$ cat src/hdl/dspd_pkg.sv
package dspd_pkg;

  // Raw sample width; offsets and full-scale points share it.
  localparam int SAMPLE_BITS = 10;

  localparam int TOL_W = 7;
  localparam int AVG_W = 10;
  localparam int CFG_IDX_W = 3;
  localparam int CFG_W = (SAMPLE_BITS > TOL_W) ? SAMPLE_BITS : TOL_W;

  // Scaled numerator |sample - offset| * 100 stays below 2^(SAMPLE_BITS + 7).
  localparam int PCT_SCALE = 100;
  localparam int MAG_W = SAMPLE_BITS + 7;
  localparam int PCT_W = MAG_W + 1;

  // Lane: prep stage, one stage per quotient bit, sign stage.
  localparam int LANE_STAGES = MAG_W + 2;
  localparam int MERGE_STAGES = 3;
  localparam int NUM_STAGES = LANE_STAGES + MERGE_STAGES;

  localparam int AVG_MAX = 999;

  // Reciprocal constants for the decimal split of a value below 1000.
  localparam int DIV100_MUL = 1311;
  localparam int DIV100_SHIFT = 17;
  localparam int DIV10_MUL = 103;
  localparam int DIV10_SHIFT = 10;

  typedef enum logic [CFG_IDX_W-1:0] {
    CFG_OFFSET_A  = 3'd0,
    CFG_FULL_A    = 3'd1,
    CFG_OFFSET_B  = 3'd2,
    CFG_FULL_B    = 3'd3,
    CFG_TOLERANCE = 3'd4
  } cfg_idx_e;

  localparam logic [SAMPLE_BITS-1:0] RST_OFFSET_A = SAMPLE_BITS'(190);
  localparam logic [SAMPLE_BITS-1:0] RST_FULL_A   = SAMPLE_BITS'(833);
  localparam logic [SAMPLE_BITS-1:0] RST_OFFSET_B = SAMPLE_BITS'(87);
  localparam logic [SAMPLE_BITS-1:0] RST_FULL_B   = SAMPLE_BITS'(413);
  localparam logic [TOL_W-1:0]       RST_TOL      = TOL_W'(10);

  localparam logic [6:0] SEG_E = 7'h06;
  localparam logic [6:0] SEG_R = 7'h2F;

  typedef struct packed {
    logic             fault;
    logic [AVG_W-1:0] average_pct;
    logic [6:0]       seg_hundreds;
    logic [6:0]       seg_tens;
    logic [6:0]       seg_units;
  } res_t;

  // Active-low segment code, bit 0 = segment a.
  function automatic logic [6:0] seg_encode(input logic [3:0] digit);
    logic [6:0] code;
    unique case (digit)
      4'd0:    code = 7'h40;
      4'd1:    code = 7'h79;
      4'd2:    code = 7'h24;
      4'd3:    code = 7'h30;
      4'd4:    code = 7'h19;
      4'd5:    code = 7'h12;
      4'd6:    code = 7'h02;
      4'd7:    code = 7'h78;
      4'd8:    code = 7'h00;
      4'd9:    code = 7'h18;
      default: code = 7'h7F;
    endcase
    return code;
  endfunction

endpackage

$ cat src/hdl/dspd_ifs.sv
interface dspd_in_if;
  logic                             valid;
  logic                             ready;
  logic [dspd_pkg::SAMPLE_BITS-1:0] sample_a;
  logic [dspd_pkg::SAMPLE_BITS-1:0] sample_b;

  modport source (output valid, output sample_a, output sample_b, input ready);
  modport sink   (input valid, input sample_a, input sample_b, output ready);
endinterface

interface dspd_out_if;
  logic                       valid;
  logic                       ready;
  logic                       fault;
  logic [dspd_pkg::AVG_W-1:0] average_pct;
  logic [6:0]                 seg_hundreds;
  logic [6:0]                 seg_tens;
  logic [6:0]                 seg_units;

  modport source (output valid, output fault, output average_pct, output seg_hundreds,
                  output seg_tens, output seg_units, input ready);
  modport sink   (input valid, input fault, input average_pct, input seg_hundreds,
                  input seg_tens, input seg_units, output ready);
endinterface

$ cat src/hdl/dual_sensor_plausibility_display.sv
// Plausibility check of two redundant position sensors with a three-digit
// seven-segment readout.
// Input channel in_ch carries one beat per sample pair (sample_a, sample_b).
// Output channel out_ch returns exactly one beat per pair, in order: fault,
// average_pct and three active-low segment codes (E r r on a fault).
// Calibration (offsets, full-scale points, tolerance) is written on the cfg_
// port; index 0..4 selects the register, other indexes are ignored.
// The path has one prep stage, one stage per quotient bit of the percentage
// division in each lane, a sign stage, then three merge stages that end in the
// output register. Throughput is one pair per cycle while out_ch accepts;
// each lane has its own divider pipeline.
// When out_ch stalls, pipeline stages fill up and in_ch.ready drops only once
// every stage holds a beat, so bubbles are squeezed out.
// Synchronous reset (rst_n low) empties the pipeline and loads the default
// calibration values.
module dual_sensor_plausibility_display (
  input  logic                              clk,
  input  logic                              rst_n,
  dspd_in_if.sink                           in_ch,
  dspd_out_if.source                        out_ch,
  input  logic                              cfg_we,
  input  logic [dspd_pkg::CFG_IDX_W-1:0]    cfg_index,
  input  logic [dspd_pkg::CFG_W-1:0]        cfg_data
);
  import dspd_pkg::*;

  logic [SAMPLE_BITS-1:0] offset_a_r, full_a_r, offset_b_r, full_b_r;
  logic [TOL_W-1:0]       tol_r;

  logic [NUM_STAGES-1:0]  v_r;
  logic [NUM_STAGES-1:0]  v_nxt;
  logic [NUM_STAGES-1:0]  adv;

  logic signed [PCT_W-1:0] pct_a, pct_b;
  logic                    zs_a, zs_b;
  res_t                    res;

  always_ff @(posedge clk) begin
    if (!rst_n) begin
      offset_a_r <= RST_OFFSET_A;
      full_a_r   <= RST_FULL_A;
      offset_b_r <= RST_OFFSET_B;
      full_b_r   <= RST_FULL_B;
      tol_r      <= RST_TOL;
    end else if (cfg_we) begin
      unique case (cfg_index)
        CFG_OFFSET_A:  offset_a_r <= cfg_data[SAMPLE_BITS-1:0];
        CFG_FULL_A:    full_a_r   <= cfg_data[SAMPLE_BITS-1:0];
        CFG_OFFSET_B:  offset_b_r <= cfg_data[SAMPLE_BITS-1:0];
        CFG_FULL_B:    full_b_r   <= cfg_data[SAMPLE_BITS-1:0];
        CFG_TOLERANCE: tol_r      <= cfg_data[TOL_W-1:0];
        default: ;
      endcase
    end
  end

  // A stage advances when it is empty or its successor advances.
  always_comb begin
    adv[NUM_STAGES-1] = !v_r[NUM_STAGES-1] || out_ch.ready;
    for (int k = NUM_STAGES - 2; k >= 0; k--) begin
      adv[k] = !v_r[k] || adv[k+1];
    end
    v_nxt[0] = adv[0] ? in_ch.valid : v_r[0];
    for (int k = 1; k < NUM_STAGES; k++) begin
      v_nxt[k] = adv[k] ? v_r[k-1] : v_r[k];
    end
  end

  always_ff @(posedge clk) begin
    if (!rst_n) begin
      v_r <= '0;
    end else begin
      v_r <= v_nxt;
    end
  end

  dspd_lane u_lane_a (
    .clk    (clk),
    .adv    (adv[LANE_STAGES-1:0]),
    .sample (in_ch.sample_a),
    .offset (offset_a_r),
    .full   (full_a_r),
    .pct    (pct_a),
    .zspan  (zs_a)
  );

  dspd_lane u_lane_b (
    .clk    (clk),
    .adv    (adv[LANE_STAGES-1:0]),
    .sample (in_ch.sample_b),
    .offset (offset_b_r),
    .full   (full_b_r),
    .pct    (pct_b),
    .zspan  (zs_b)
  );

  dspd_merge u_merge (
    .clk       (clk),
    .adv       (adv[NUM_STAGES-1:LANE_STAGES]),
    .pct_a     (pct_a),
    .pct_b     (pct_b),
    .zspan     (zs_a || zs_b),
    .tolerance (tol_r),
    .res       (res)
  );

  assign in_ch.ready         = adv[0];
  assign out_ch.valid        = v_r[NUM_STAGES-1];
  assign out_ch.fault        = res.fault;
  assign out_ch.average_pct  = res.average_pct;
  assign out_ch.seg_hundreds = res.seg_hundreds;
  assign out_ch.seg_tens     = res.seg_tens;
  assign out_ch.seg_units    = res.seg_units;

  a_fault_pattern: assert property (@(posedge clk) disable iff (!rst_n)
    out_ch.valid && out_ch.fault |-> out_ch.average_pct == '0 &&
      out_ch.seg_hundreds == SEG_E && out_ch.seg_tens == SEG_R &&
      out_ch.seg_units == SEG_R)
    else $error("fault beat without error pattern");

  a_avg_range: assert property (@(posedge clk) disable iff (!rst_n)
    out_ch.valid && !out_ch.fault |-> out_ch.average_pct <= AVG_W'(AVG_MAX))
    else $error("average out of display range");

  a_full_stall: assert property (@(posedge clk) disable iff (!rst_n)
    !in_ch.ready |-> (&v_r) && !out_ch.ready)
    else $error("input held off with a bubble in the pipeline");

  a_reset_empty: assert property (@(posedge clk)
    !rst_n |=> !out_ch.valid)
    else $error("result valid right after reset");

endmodule

$ cat src/hdl/dspd_lane.sv
module dspd_lane (
  input  logic                                    clk,
  input  logic [dspd_pkg::LANE_STAGES-1:0]        adv,
  input  logic [dspd_pkg::SAMPLE_BITS-1:0]        sample,
  input  logic [dspd_pkg::SAMPLE_BITS-1:0]        offset,
  input  logic [dspd_pkg::SAMPLE_BITS-1:0]        full,
  output logic signed [dspd_pkg::PCT_W-1:0]       pct,
  output logic                                    zspan
);
  import dspd_pkg::*;

  logic signed [SAMPLE_BITS:0] dnum;
  logic signed [SAMPLE_BITS:0] dspan;
  logic [SAMPLE_BITS-1:0]      anum;
  logic [SAMPLE_BITS-1:0]      aspan;
  logic [MAG_W-1:0]            num_mag;

  // Stage 0 is prep, stages 1..MAG_W each resolve one quotient bit.
  logic [MAG_W-1:0]       nq_r  [MAG_W+1];
  logic [SAMPLE_BITS-1:0] rem_r [MAG_W+1];
  logic [SAMPLE_BITS-1:0] div_r [MAG_W+1];
  logic                   neg_r [MAG_W+1];
  logic                   zs_r  [MAG_W+1];

  logic signed [PCT_W-1:0] pct_r;
  logic                    zso_r;

  assign dnum  = $signed({1'b0, sample}) - $signed({1'b0, offset});
  assign dspan = $signed({1'b0, full}) - $signed({1'b0, offset});
  assign anum  = dnum[SAMPLE_BITS] ? SAMPLE_BITS'(-dnum) : dnum[SAMPLE_BITS-1:0];
  assign aspan = dspan[SAMPLE_BITS] ? SAMPLE_BITS'(-dspan) : dspan[SAMPLE_BITS-1:0];
  assign num_mag = MAG_W'(anum) * MAG_W'(PCT_SCALE);

  always_ff @(posedge clk) begin
    if (adv[0]) begin
      nq_r[0]  <= num_mag;
      rem_r[0] <= '0;
      div_r[0] <= aspan;
      neg_r[0] <= dnum[SAMPLE_BITS] ^ dspan[SAMPLE_BITS];
      zs_r[0]  <= (aspan == '0);
    end
  end

  genvar j;
  for (j = 1; j <= MAG_W; j++) begin : g_div
    logic [SAMPLE_BITS:0] trial;
    logic [SAMPLE_BITS:0] sub;
    logic                 ge;

    assign trial = {rem_r[j-1], nq_r[j-1][MAG_W-1]};
    assign sub   = trial - {1'b0, div_r[j-1]};
    assign ge    = (trial >= {1'b0, div_r[j-1]});

    always_ff @(posedge clk) begin
      if (adv[j]) begin
        nq_r[j]  <= {nq_r[j-1][MAG_W-2:0], ge};
        rem_r[j] <= ge ? sub[SAMPLE_BITS-1:0] : trial[SAMPLE_BITS-1:0];
        div_r[j] <= div_r[j-1];
        neg_r[j] <= neg_r[j-1];
        zs_r[j]  <= zs_r[j-1];
      end
    end
  end

  // Apply sign: truncation toward zero is division of magnitudes.
  always_ff @(posedge clk) begin
    if (adv[MAG_W+1]) begin
      pct_r <= neg_r[MAG_W] ? -$signed({1'b0, nq_r[MAG_W]}) : $signed({1'b0, nq_r[MAG_W]});
      zso_r <= zs_r[MAG_W];
    end
  end

  assign pct   = pct_r;
  assign zspan = zso_r;

endmodule

$ cat src/hdl/dspd_merge.sv
module dspd_merge (
  input  logic                                  clk,
  input  logic [dspd_pkg::MERGE_STAGES-1:0]     adv,
  input  logic signed [dspd_pkg::PCT_W-1:0]     pct_a,
  input  logic signed [dspd_pkg::PCT_W-1:0]     pct_b,
  input  logic                                  zspan,
  input  logic [dspd_pkg::TOL_W-1:0]            tolerance,
  output dspd_pkg::res_t                        res
);
  import dspd_pkg::*;

  logic signed [PCT_W:0]   diff;
  logic [PCT_W:0]          adiff;
  logic signed [PCT_W:0]   sum;
  logic signed [PCT_W:0]   avg;
  logic                    bad;

  logic                    f1_r;
  logic [AVG_W-1:0]        avg1_r;

  logic [AVG_W+10:0]       hprod;
  logic [3:0]              hund;
  logic [AVG_W-1:0]        hrem;
  logic                    f2_r;
  logic [AVG_W-1:0]        avg2_r;
  logic [3:0]              hund2_r;
  logic [6:0]              rem2_r;

  logic [13:0]             tprod;
  logic [3:0]              tens;
  logic [6:0]              urem;
  res_t                    res_r;

  // Stage 1: agreement check and average.
  assign diff  = $signed({pct_a[PCT_W-1], pct_a}) - $signed({pct_b[PCT_W-1], pct_b});
  assign adiff = diff[PCT_W] ? (PCT_W+1)'(-diff) : diff;
  assign sum   = $signed({pct_a[PCT_W-1], pct_a}) + $signed({pct_b[PCT_W-1], pct_b});
  // Round a negative half toward zero.
  assign avg   = (sum + $signed({{PCT_W{1'b0}}, sum[PCT_W]})) >>> 1;
  assign bad   = zspan || (adiff >= (PCT_W+1)'(tolerance)) || avg[PCT_W]
                 || (avg > $signed((PCT_W+1)'(AVG_MAX)));

  always_ff @(posedge clk) begin
    if (adv[0]) begin
      f1_r   <= bad;
      avg1_r <= bad ? '0 : avg[AVG_W-1:0];
    end
  end

  // Stage 2: hundreds digit by reciprocal multiply.
  assign hprod = (AVG_W+11)'(avg1_r) * (AVG_W+11)'(DIV100_MUL);
  assign hund  = hprod[DIV100_SHIFT +: 4];
  assign hrem  = avg1_r - AVG_W'(hund) * AVG_W'(100);

  always_ff @(posedge clk) begin
    if (adv[1]) begin
      f2_r    <= f1_r;
      avg2_r  <= avg1_r;
      hund2_r <= hund;
      rem2_r  <= hrem[6:0];
    end
  end

  // Stage 3: tens and units, segment codes.
  assign tprod = 14'(rem2_r) * 14'(DIV10_MUL);
  assign tens  = tprod[DIV10_SHIFT +: 4];
  assign urem  = rem2_r - 7'(tens) * 7'(10);

  always_ff @(posedge clk) begin
    if (adv[2]) begin
      res_r.fault       <= f2_r;
      res_r.average_pct <= avg2_r;
      if (f2_r) begin
        res_r.seg_hundreds <= SEG_E;
        res_r.seg_tens     <= SEG_R;
        res_r.seg_units    <= SEG_R;
      end else begin
        res_r.seg_hundreds <= seg_encode(hund2_r);
        res_r.seg_tens     <= seg_encode(tens);
        res_r.seg_units    <= seg_encode(urem[3:0]);
      end
    end
  end

  assign res = res_r;

endmodule

$ cat src/flat_wrapper.sv
// flat-port wrapper written by rule: the top's interface ports become plain ports
module dual_sensor_plausibility_display_flat import dspd_pkg::*;
  (clk, rst_n, cfg_we, cfg_index, cfg_data, in_ch_valid, in_ch_sample_a, in_ch_sample_b, in_ch_ready, out_ch_valid, out_ch_fault, out_ch_average_pct, out_ch_seg_hundreds, out_ch_seg_tens, out_ch_seg_units, out_ch_ready);
  dspd_in_if in_ch_i ();
  dspd_out_if out_ch_i ();
  input  logic clk;
  input  logic rst_n;
  input  logic cfg_we;
  input  logic [dspd_pkg::CFG_IDX_W-1:0] cfg_index;
  input  logic [dspd_pkg::CFG_W-1:0] cfg_data;
  input wire logic [$bits(in_ch_i.valid)-1:0] in_ch_valid;
  input wire logic [$bits(in_ch_i.sample_a)-1:0] in_ch_sample_a;
  input wire logic [$bits(in_ch_i.sample_b)-1:0] in_ch_sample_b;
  output wire logic [$bits(in_ch_i.ready)-1:0] in_ch_ready;
  output wire logic [$bits(out_ch_i.valid)-1:0] out_ch_valid;
  output wire logic [$bits(out_ch_i.fault)-1:0] out_ch_fault;
  output wire logic [$bits(out_ch_i.average_pct)-1:0] out_ch_average_pct;
  output wire logic [$bits(out_ch_i.seg_hundreds)-1:0] out_ch_seg_hundreds;
  output wire logic [$bits(out_ch_i.seg_tens)-1:0] out_ch_seg_tens;
  output wire logic [$bits(out_ch_i.seg_units)-1:0] out_ch_seg_units;
  input wire logic [$bits(out_ch_i.ready)-1:0] out_ch_ready;
  assign in_ch_i.valid = in_ch_valid;
  assign in_ch_i.sample_a = in_ch_sample_a;
  assign in_ch_i.sample_b = in_ch_sample_b;
  assign in_ch_ready = in_ch_i.ready;
  assign out_ch_valid = out_ch_i.valid;
  assign out_ch_fault = out_ch_i.fault;
  assign out_ch_average_pct = out_ch_i.average_pct;
  assign out_ch_seg_hundreds = out_ch_i.seg_hundreds;
  assign out_ch_seg_tens = out_ch_i.seg_tens;
  assign out_ch_seg_units = out_ch_i.seg_units;
  assign out_ch_i.ready = out_ch_ready;
  dual_sensor_plausibility_display u_core (.clk(clk), .rst_n(rst_n), .in_ch(in_ch_i), .out_ch(out_ch_i), .cfg_we(cfg_we), .cfg_index(cfg_index), .cfg_data(cfg_data));
endmodule
$ cat config.mk
export PLATFORM = sky130hd
export DESIGN_NAME = dual_sensor_plausibility_display_flat
export DESIGN_NICKNAME = d
export VERILOG_FILES = /design/src/hdl/dspd_pkg.sv /design/src/hdl/dspd_ifs.sv /design/src/hdl/dual_sensor_plausibility_display.sv /design/src/hdl/dspd_lane.sv /design/src/hdl/dspd_merge.sv /design/src/flat_wrapper.sv
export SDC_FILE = /design/constraint.sdc
export NUM_CORES = 2
export LEC_CHECK = 0
export ABC_AREA = 1
export BUFFER_PORTS_ARGS = -buffer_cell sky130_fd_sc_hd__buf_2
export CORE_ASPECT_RATIO = 1.2
export CORE_MARGIN = 1
export CORE_UTILIZATION = 45
export CTS_CLUSTER_DIAMETER = 150
export DETAILED_ROUTE_END_ITERATION = 10
export PLACE_DENSITY = 0.67
export SYNTH_ARGS = -nofsm -noshare
export SYNTH_HDL_FRONTEND = slang
export SYNTH_SLANG_ARGS = --single-unit
$ cat constraint.sdc
create_clock -name clk -period 23.6 [get_ports clk]
set_input_delay 4.72 -clock clk [delete_from_list [all_inputs] [get_ports clk]]
set_output_delay 4.72 -clock clk [all_outputs]
set_load 0.01 [all_outputs]
## After elaboration in Yosys (flattened, before gate mapping)

Memory sizes are Yosys's and may differ from the RTL's. A register that Yosys moved wholly into a read port is not among the register bits.
Cells that the tools add are included.

| word-level totals | value |
|---|---|
| flip-flop bits (word level) | 149 |
| bits in writable memories | 1404 |
| bits in read-only memories | 336 |
| output and inout port bits | 34 |
| logic and storage cells | 283 |
| memories kept | 13 |

| operators by class | value |
|---|---|
| add/subtract/negate cells | 50 |
| $mul | 6 |
| magnitude comparators | 36 |
| equality and inequality tests | 4 |
| multiplexer cells | 77 |
| bitwise logic cells | 2 |
| reductions and logical operators | 56 |

Memories:

| memory | words | width | read ports | clocked after Yosys merged registers in | wr ports | line | RTL |
|---|---|---|---|---|---|---|---|
| u_core.u_lane_a.nq_r | 18 | 17 | 18 | 0 | 18 | dspd_lane.sv:19 | `logic [MAG_W-1:0] nq_r [MAG_W+1];` |
| u_core.u_lane_b.nq_r | 18 | 17 | 18 | 0 | 18 | dspd_lane.sv:19 |  |
| u_core.u_lane_a.div_r | 18 | 10 | 17 | 0 | 18 | dspd_lane.sv:21 | `logic [SAMPLE_BITS-1:0] div_r [MAG_W+1];` |
| u_core.u_lane_a.rem_r | 18 | 10 | 17 | 0 | 18 | dspd_lane.sv:20 | `logic [SAMPLE_BITS-1:0] rem_r [MAG_W+1];` |
| u_core.u_lane_b.div_r | 18 | 10 | 17 | 0 | 18 | dspd_lane.sv:21 |  |
| u_core.u_lane_b.rem_r | 18 | 10 | 17 | 0 | 18 | dspd_lane.sv:20 |  |
| 7 more memories | - | - | - | - | - | - |  |

Operator list:

| operator | number |
|---|---|
| $mux 10 | 38 |
| $ge 11x10->1 | 34 |
| $sub 10x10->10 | 34 |
| $sub 10x10->11 | 4 |
| $neg 10->10 | 4 |
| $mux 1 | 36 |
| $neg 17->18 | 2 |
| $mux 17 | 2 |
| $mul 10x5->15 const B | 2 |
| $logic_or 1x1->1 | 26 |
| $logic_not 1->1 | 22 |
| $mul 10x11->21 const B | 1 |
| $logic_not 10->1 | 2 |
| $add 18x18->19 | 1 |
| $add 19x2->19 | 1 |
| $ge 19x7->1 | 1 |
| $mux 19 | 1 |
| $neg 19->19 | 1 |
| $sub 18x18->19 | 1 |
| $gt 18x11->1 const B | 1 |
| $mul 7x7->14 const B | 1 |
| $reduce_and 2->1 | 5 |
| $sub 7x7->7 | 1 |
| $eq 3x2->1 const B | 2 |
| other kinds (7) | 8 |

## Depth between registers and ports, before layout

| logic depth | value |
|---|---|
| word-level depth | 25 |
| depth in mapped cells | 33 |
| depth with buffers taken out | 32 |

## By module

A second synthesis with hierarchy kept.

| second synthesis, totals | value |
|---|---|
| cells, all modules | 6832 |
| area, all modules | 74980.7 um^2 |

Modules (own cells, without submodules):

| module | instances | cells each | area each (um^2) | sequential area each (um^2) |
|---|---|---|---|---|
| dspd_lane at u_core.u_lane_b | 1 | 2622 | 31489.0 | 19759.0 |
| dspd_lane at u_core.u_lane_a | 1 | 2612 | 31408.9 | 19759.0 |
| dspd_merge | 1 | 1285 | 9561.7 | 1891.8 |
| dual_sensor_plausibility_display | 1 | 313 | 2521.2 | 1381.3 |

## Least setup slack after synthesis

No wires, ideal clock.

| path | value |
|---|---|
| path type | input port to output port |
| start point | input out_ch_ready |
| end point | output in_ch_ready |
| data arrival time | 11998 ps |
| required time | 18880 ps |
| path slack | 6882 ps |
| stages on the path | 16 |
| buffers on the path | 0 |
| path through | inv_1 nand2_2 nor2_4 nand2_2 nor2_4 nand2_2 nor2_4 nand2_2 nor2_4 nand4_4 nor2_4 nand4_4 nor2_4 nand3_4 nor2_4 nand4_2 |

| on the way | value |
|---|---|
| longest elaborated chain between the ends | 22 |

Ends and longest elaborated chain:

| element | line | RTL |
|---|---|---|
| from (decl) | flat_wrapper.sv:21 | `input wire logic [$bits(out_ch_i.ready)-1:0] out_ch_ready;` |
| $logic_or 1x1->1 | dual_sensor_plausibility_display.sv:59 | `adv[NUM_STAGES-1] = !v_r[NUM_STAGES-1] \|\| out_ch.ready;` |
| net u_core.adv[21] | dual_sensor_plausibility_display.sv:32 | `logic [NUM_STAGES-1:0] adv;` |
| $logic_or 1x1->1 (2 in a row) | dual_sensor_plausibility_display.sv:61 | `adv[k] = !v_r[k] \|\| adv[k+1];` |
| net u_core.adv[19] | dual_sensor_plausibility_display.sv:32 |  |
| $logic_or 1x1->1 (2 in a row) | dual_sensor_plausibility_display.sv:61 |  |
| net u_core.adv[17] | dual_sensor_plausibility_display.sv:32 |  |
| $logic_or 1x1->1 (2 in a row) | dual_sensor_plausibility_display.sv:61 |  |
| net u_core.adv[15] | dual_sensor_plausibility_display.sv:32 |  |
| $logic_or 1x1->1 (4 in a row) | dual_sensor_plausibility_display.sv:61 |  |
| net u_core.adv[11] | dual_sensor_plausibility_display.sv:32 |  |
| $logic_or 1x1->1 (4 in a row) | dual_sensor_plausibility_display.sv:61 |  |
| net u_core.adv[7] | dual_sensor_plausibility_display.sv:32 |  |
| $logic_or 1x1->1 (3 in a row) | dual_sensor_plausibility_display.sv:61 |  |
| net u_core.adv[4] | dual_sensor_plausibility_display.sv:32 |  |
| $logic_or 1x1->1 (4 in a row) | dual_sensor_plausibility_display.sv:61 |  |
| to (decl) | flat_wrapper.sv:14 | `output wire logic [$bits(in_ch_i.ready)-1:0] in_ch_ready;` |

The timed path passes the listed nets, and every way through them passes these cells.

## Final worst setup path

Ends and elaborated chain as after synthesis.

==> impl_results.md <==
* Status: completed
* Post-CTS setup buffer count at 0
* Worst setup path class: input pin to primary output
* Nets at 7085
* Ys Warns at 0
* Layout cells sized above 1 at 6.101%
* Post-detail-place hpwl at 94.17 mm
* Crit path required time at 18.88 ns
* Tmin final at 15.85 ns
* Iteration-0 DRC Markers at 2135
* Critical path fanouts, max at 76
* Max Used Layer: met5
* CP arrival at 11.13 ns
* Relative slew slack at 31.64%
* GPL Wtd Cong at 0.8987
* H-tree levels at 4
* Pin count of the biggest net entering global routing at 77
* RSZ-0062 raised after global routing: false
* CP Capture Type: primary output
* Die area at 161200 um2
* Hold crit path type: flip-flop to flip-flop
* DRT Pass-1 Iters at 7
* CORE AREA at 158400 um2
* Hold-fix buffers, CTS at 0
* Routed Antenna Nets at 0
* Main synth FF type: edfxtp_1
* Highest Clock Rate at 63.09 MHz
* Clock Latency Late Sink at 0.77 ns
* P&R area growth vs syn at 10.46%
* Vias/cell at 4.946
* All-layer global routing usage at 15.58%
* Root Buffer: clkbuf_16
* CTS Sinks at 1448
* Asr flop ratio synth at 0%
* Port Buffers at 71
* TritonCTS clock tree: built
* Setup Skew at 0.03397 ns
* Largest stage delay on the critical path at 0.77 ns
* Met3 routed WL at 4.112 mm
* Cell area after synthesis at 71800 um2
* DR WL met2 at 65.24 mm
* Initial antenna violation count at 2
* Final wirelength at 124.3 mm
* Mapped Nets at 6935
* CP Cell Sequence: buf_2 -> inv_1 -> nand2_2 -> nor2_4 -> nand2_2 -> nor2_4 -> nand2_2 -> nor2_4 -> nand2_4 -> nor2_4 -> nand4_4 -> buf_4 -> nor2_4 -> nand4_4 -> buf_4 -> nor2_4 -> nand3_4 -> nor2_4 -> nand4_4 -> buf_4 -> buf_2
* Die Width at 366.6 um
* Remaining global-route overflow at 0
* EDFF count, synth at 1379
* Ports at 72
* Synth Register Bits at 1448
* Cell mode on critical path: nor2_4
* WL met1 at 50.91 mm
* Die Span Y at 439.6 um
* Hold Slack at 0.4060 ns
* Clock slew seen by the registers of the worst setup and hold paths at 0.06 ns
* Via Count at 42437
* Diode count at 0
* Final setup viols at 0
* Pleak at 34.53 nW
* Post-synthesis sequential area ratio at 59.60%
* Post-route DRC at 0
* PwrDens at 135.2 nW/um2
* Post-cts resize count at 0
* Final Hold Viols at 0
* Starting Density at 45.34%
* Critical path launch point type: input pin
* Slew Limit Fails at 0
* Clock buffer depth at 3
* Num rows at 160
* Avg Inst Size Synth at 11.57 um2
* Setup TNS at 0 ns
* Crit share post-route at 67.16%
* TritonCTS buffer count at 146
* Netlist cell types at 55
* Crit-path slowest cell: nand3_4
* Vias in the first global route at 42830
* First-pass GRT wire length at 205.0 mm
* Tot Pwr at 10.73 mW
* Worst-margin pin slew at 1.025 ns
* Max Cap Violations at 0
* WL/cell at 14.49 um
* Peak supply drop at 0.00009367 V
* Fillers at 13443
* Gate Count Post-Synth at 6205
## cell families after synthesis
kind of cell / share of synthesized area (%)
compound gates: 7.384
xor+xnor: 4.690
fa+ha+maj: 12.89
buf+inv: 5.009
flops: 59.60
simple gates: 10.43
## cell type report
class | instances | area (um2) | area share [%]
inverter | 865 | 3247 | 4.094
sequential | 1448 | 42790 | 53.96
multi-input combinational | 3808 | 25490 | 32.14
tap | 2106 | 2635 | 3.323
timing repair buffer | 86 | 467.9 | 0.5901
clock inverter | 90 | 888.4 | 1.120
clock buffer | 177 | 3790 | 4.779
## worst paths after layout
check | from | endpoint | slack [ns] | cells past startpoint
max | out_ch_ready | in_ch_ready | 7.75 | 21
min | u_core.u_lane_b.nq_r[16][9]$_DFFE_PP_ | u_core.u_lane_b.nq_r[17][10]$_DFFE_PP_ | 0.41 | 0
max reg2reg | u_core.v_r[21]$_SDFFE_PN0P_ | u_core.u_lane_a.rem_r[1][7]$_SDFFCE_PP0P_ | 16.30 | 17
min reg2reg | u_core.u_lane_b.nq_r[16][9]$_DFFE_PP_ | u_core.u_lane_b.nq_r[17][10]$_DFFE_PP_ | 0.41 | 0
## stage by stage
| step | utilization (%) | worst slack, ns | instance area, um2 | std cells |
|---|---|---|---|---|
| final | 50.08 | 7.750 | 79310 | 8580 |
| after global routing | 50.08 | 6.950 | 79310 | 8580 |
| after CTS | 50.08 | 7.531 | 79310 | 8580 |
| after detailed placement | 47.13 | 7.564 | 74630 | 8313 |
| after global placement | 47.13 | 7.716 | 74630 | 8313 |
| after floorplan | - | 6.882 | 71800 | 6205 |
## layer usage
layer | global-route usage [%] | up-vias
met5 | 0 | -
met4 | 6.269 | 2
met3 | 2.394 | 253
met2 | 29.32 | 652
met1 | 17.43 | 19840
li1 | - | 21690
## layout by cell type, fill, tap and decap left out, types with 9 or more instances in the layout
master / count
nand3b_1: 25
inv_2: 18
ha_1: 613
a211oi_1: 21
clkbuf_16: 146
nor3_1: 58
o211ai_1: 17
nor2_2: 13
o21ai_0: 218
dfxtp_1: 69
buf_2: 71
o21bai_1: 32
a21o_1: 22
xnor2_1: 124
buf_4: 15
bufinv_16: 14
inv_1: 844
clkinv_2: 27
or2_2: 12
xor2_1: 253
a31oi_1: 9
nor4_1: 11
nor2_4: 9
clkbuf_1: 29
nand4_1: 54
edfxtp_1: 1379
nand3_1: 173
and2_1: 27
nand2_2: 17
fa_1: 79
nor2_1: 587
a21oi_1: 636
nand2_1: 737
clkinv_1: 34
## cells in the mapped netlist, types with 11 or more instances
| library cell | count | area share [%] |
|---|---|---|
| nand4_1 | 54 | 0.47 |
| inv_2 | 13 | 0.068 |
| edfxtp_1 | 1379 | 58 |
| a21oi_1 | 636 | 4.4 |
| nor2_1 | 587 | 3.1 |
| nor2_2 | 13 | 0.11 |
| o211ai_1 | 17 | 0.18 |
| nand2_1 | 741 | 3.9 |
| fa_1 | 79 | 2.2 |
| a21o_1 | 22 | 0.23 |
| nand3b_1 | 25 | 0.26 |
| and2_1 | 27 | 0.24 |
| o21bai_1 | 32 | 0.33 |
| dfxtp_1 | 69 | 1.9 |
| inv_1 | 849 | 4.4 |
| nand2_2 | 17 | 0.15 |
| ha_1 | 613 | 11 |
| nand3_1 | 175 | 1.2 |
| or2_2 | 12 | 0.10 |
| nor3_1 | 58 | 0.40 |
| xor2_1 | 253 | 3.1 |
| a211oi_1 | 21 | 0.22 |
| o21ai_0 | 218 | 1.5 |
| nor4_1 | 11 | 0.096 |
| clkbuf_1 | 72 | 0.38 |
| xnor2_1 | 124 | 1.5 |
## power breakdown
part	total (mW)	internal [mW]	switching (mW)
logic	4.19	1.61	2.57
registers	4.29	3.91	0.386
clock network	2.25	1.30	0.944
## sequential cells by signal, summed over array words and instances (netlist names), 22 cells and up
name and flops:
u_core.u_lane_b.rem_r 160, u_core.u_lane_a.div_r 170, u_core.u_lane_a.rem_r 160, u_core.u_merge.res 32, u_core.u_lane_a.nq_r 273, u_core.v_r 22, u_core.u_lane_b.nq_r 273, u_core.u_lane_b.div_r 170
## critical path, delay by kind of cell
family	cells	cell delay, ns
simple gates	15	4.71
buf+inv	6	1.58
Note: power is estimated with default switching activity, not from simulation.
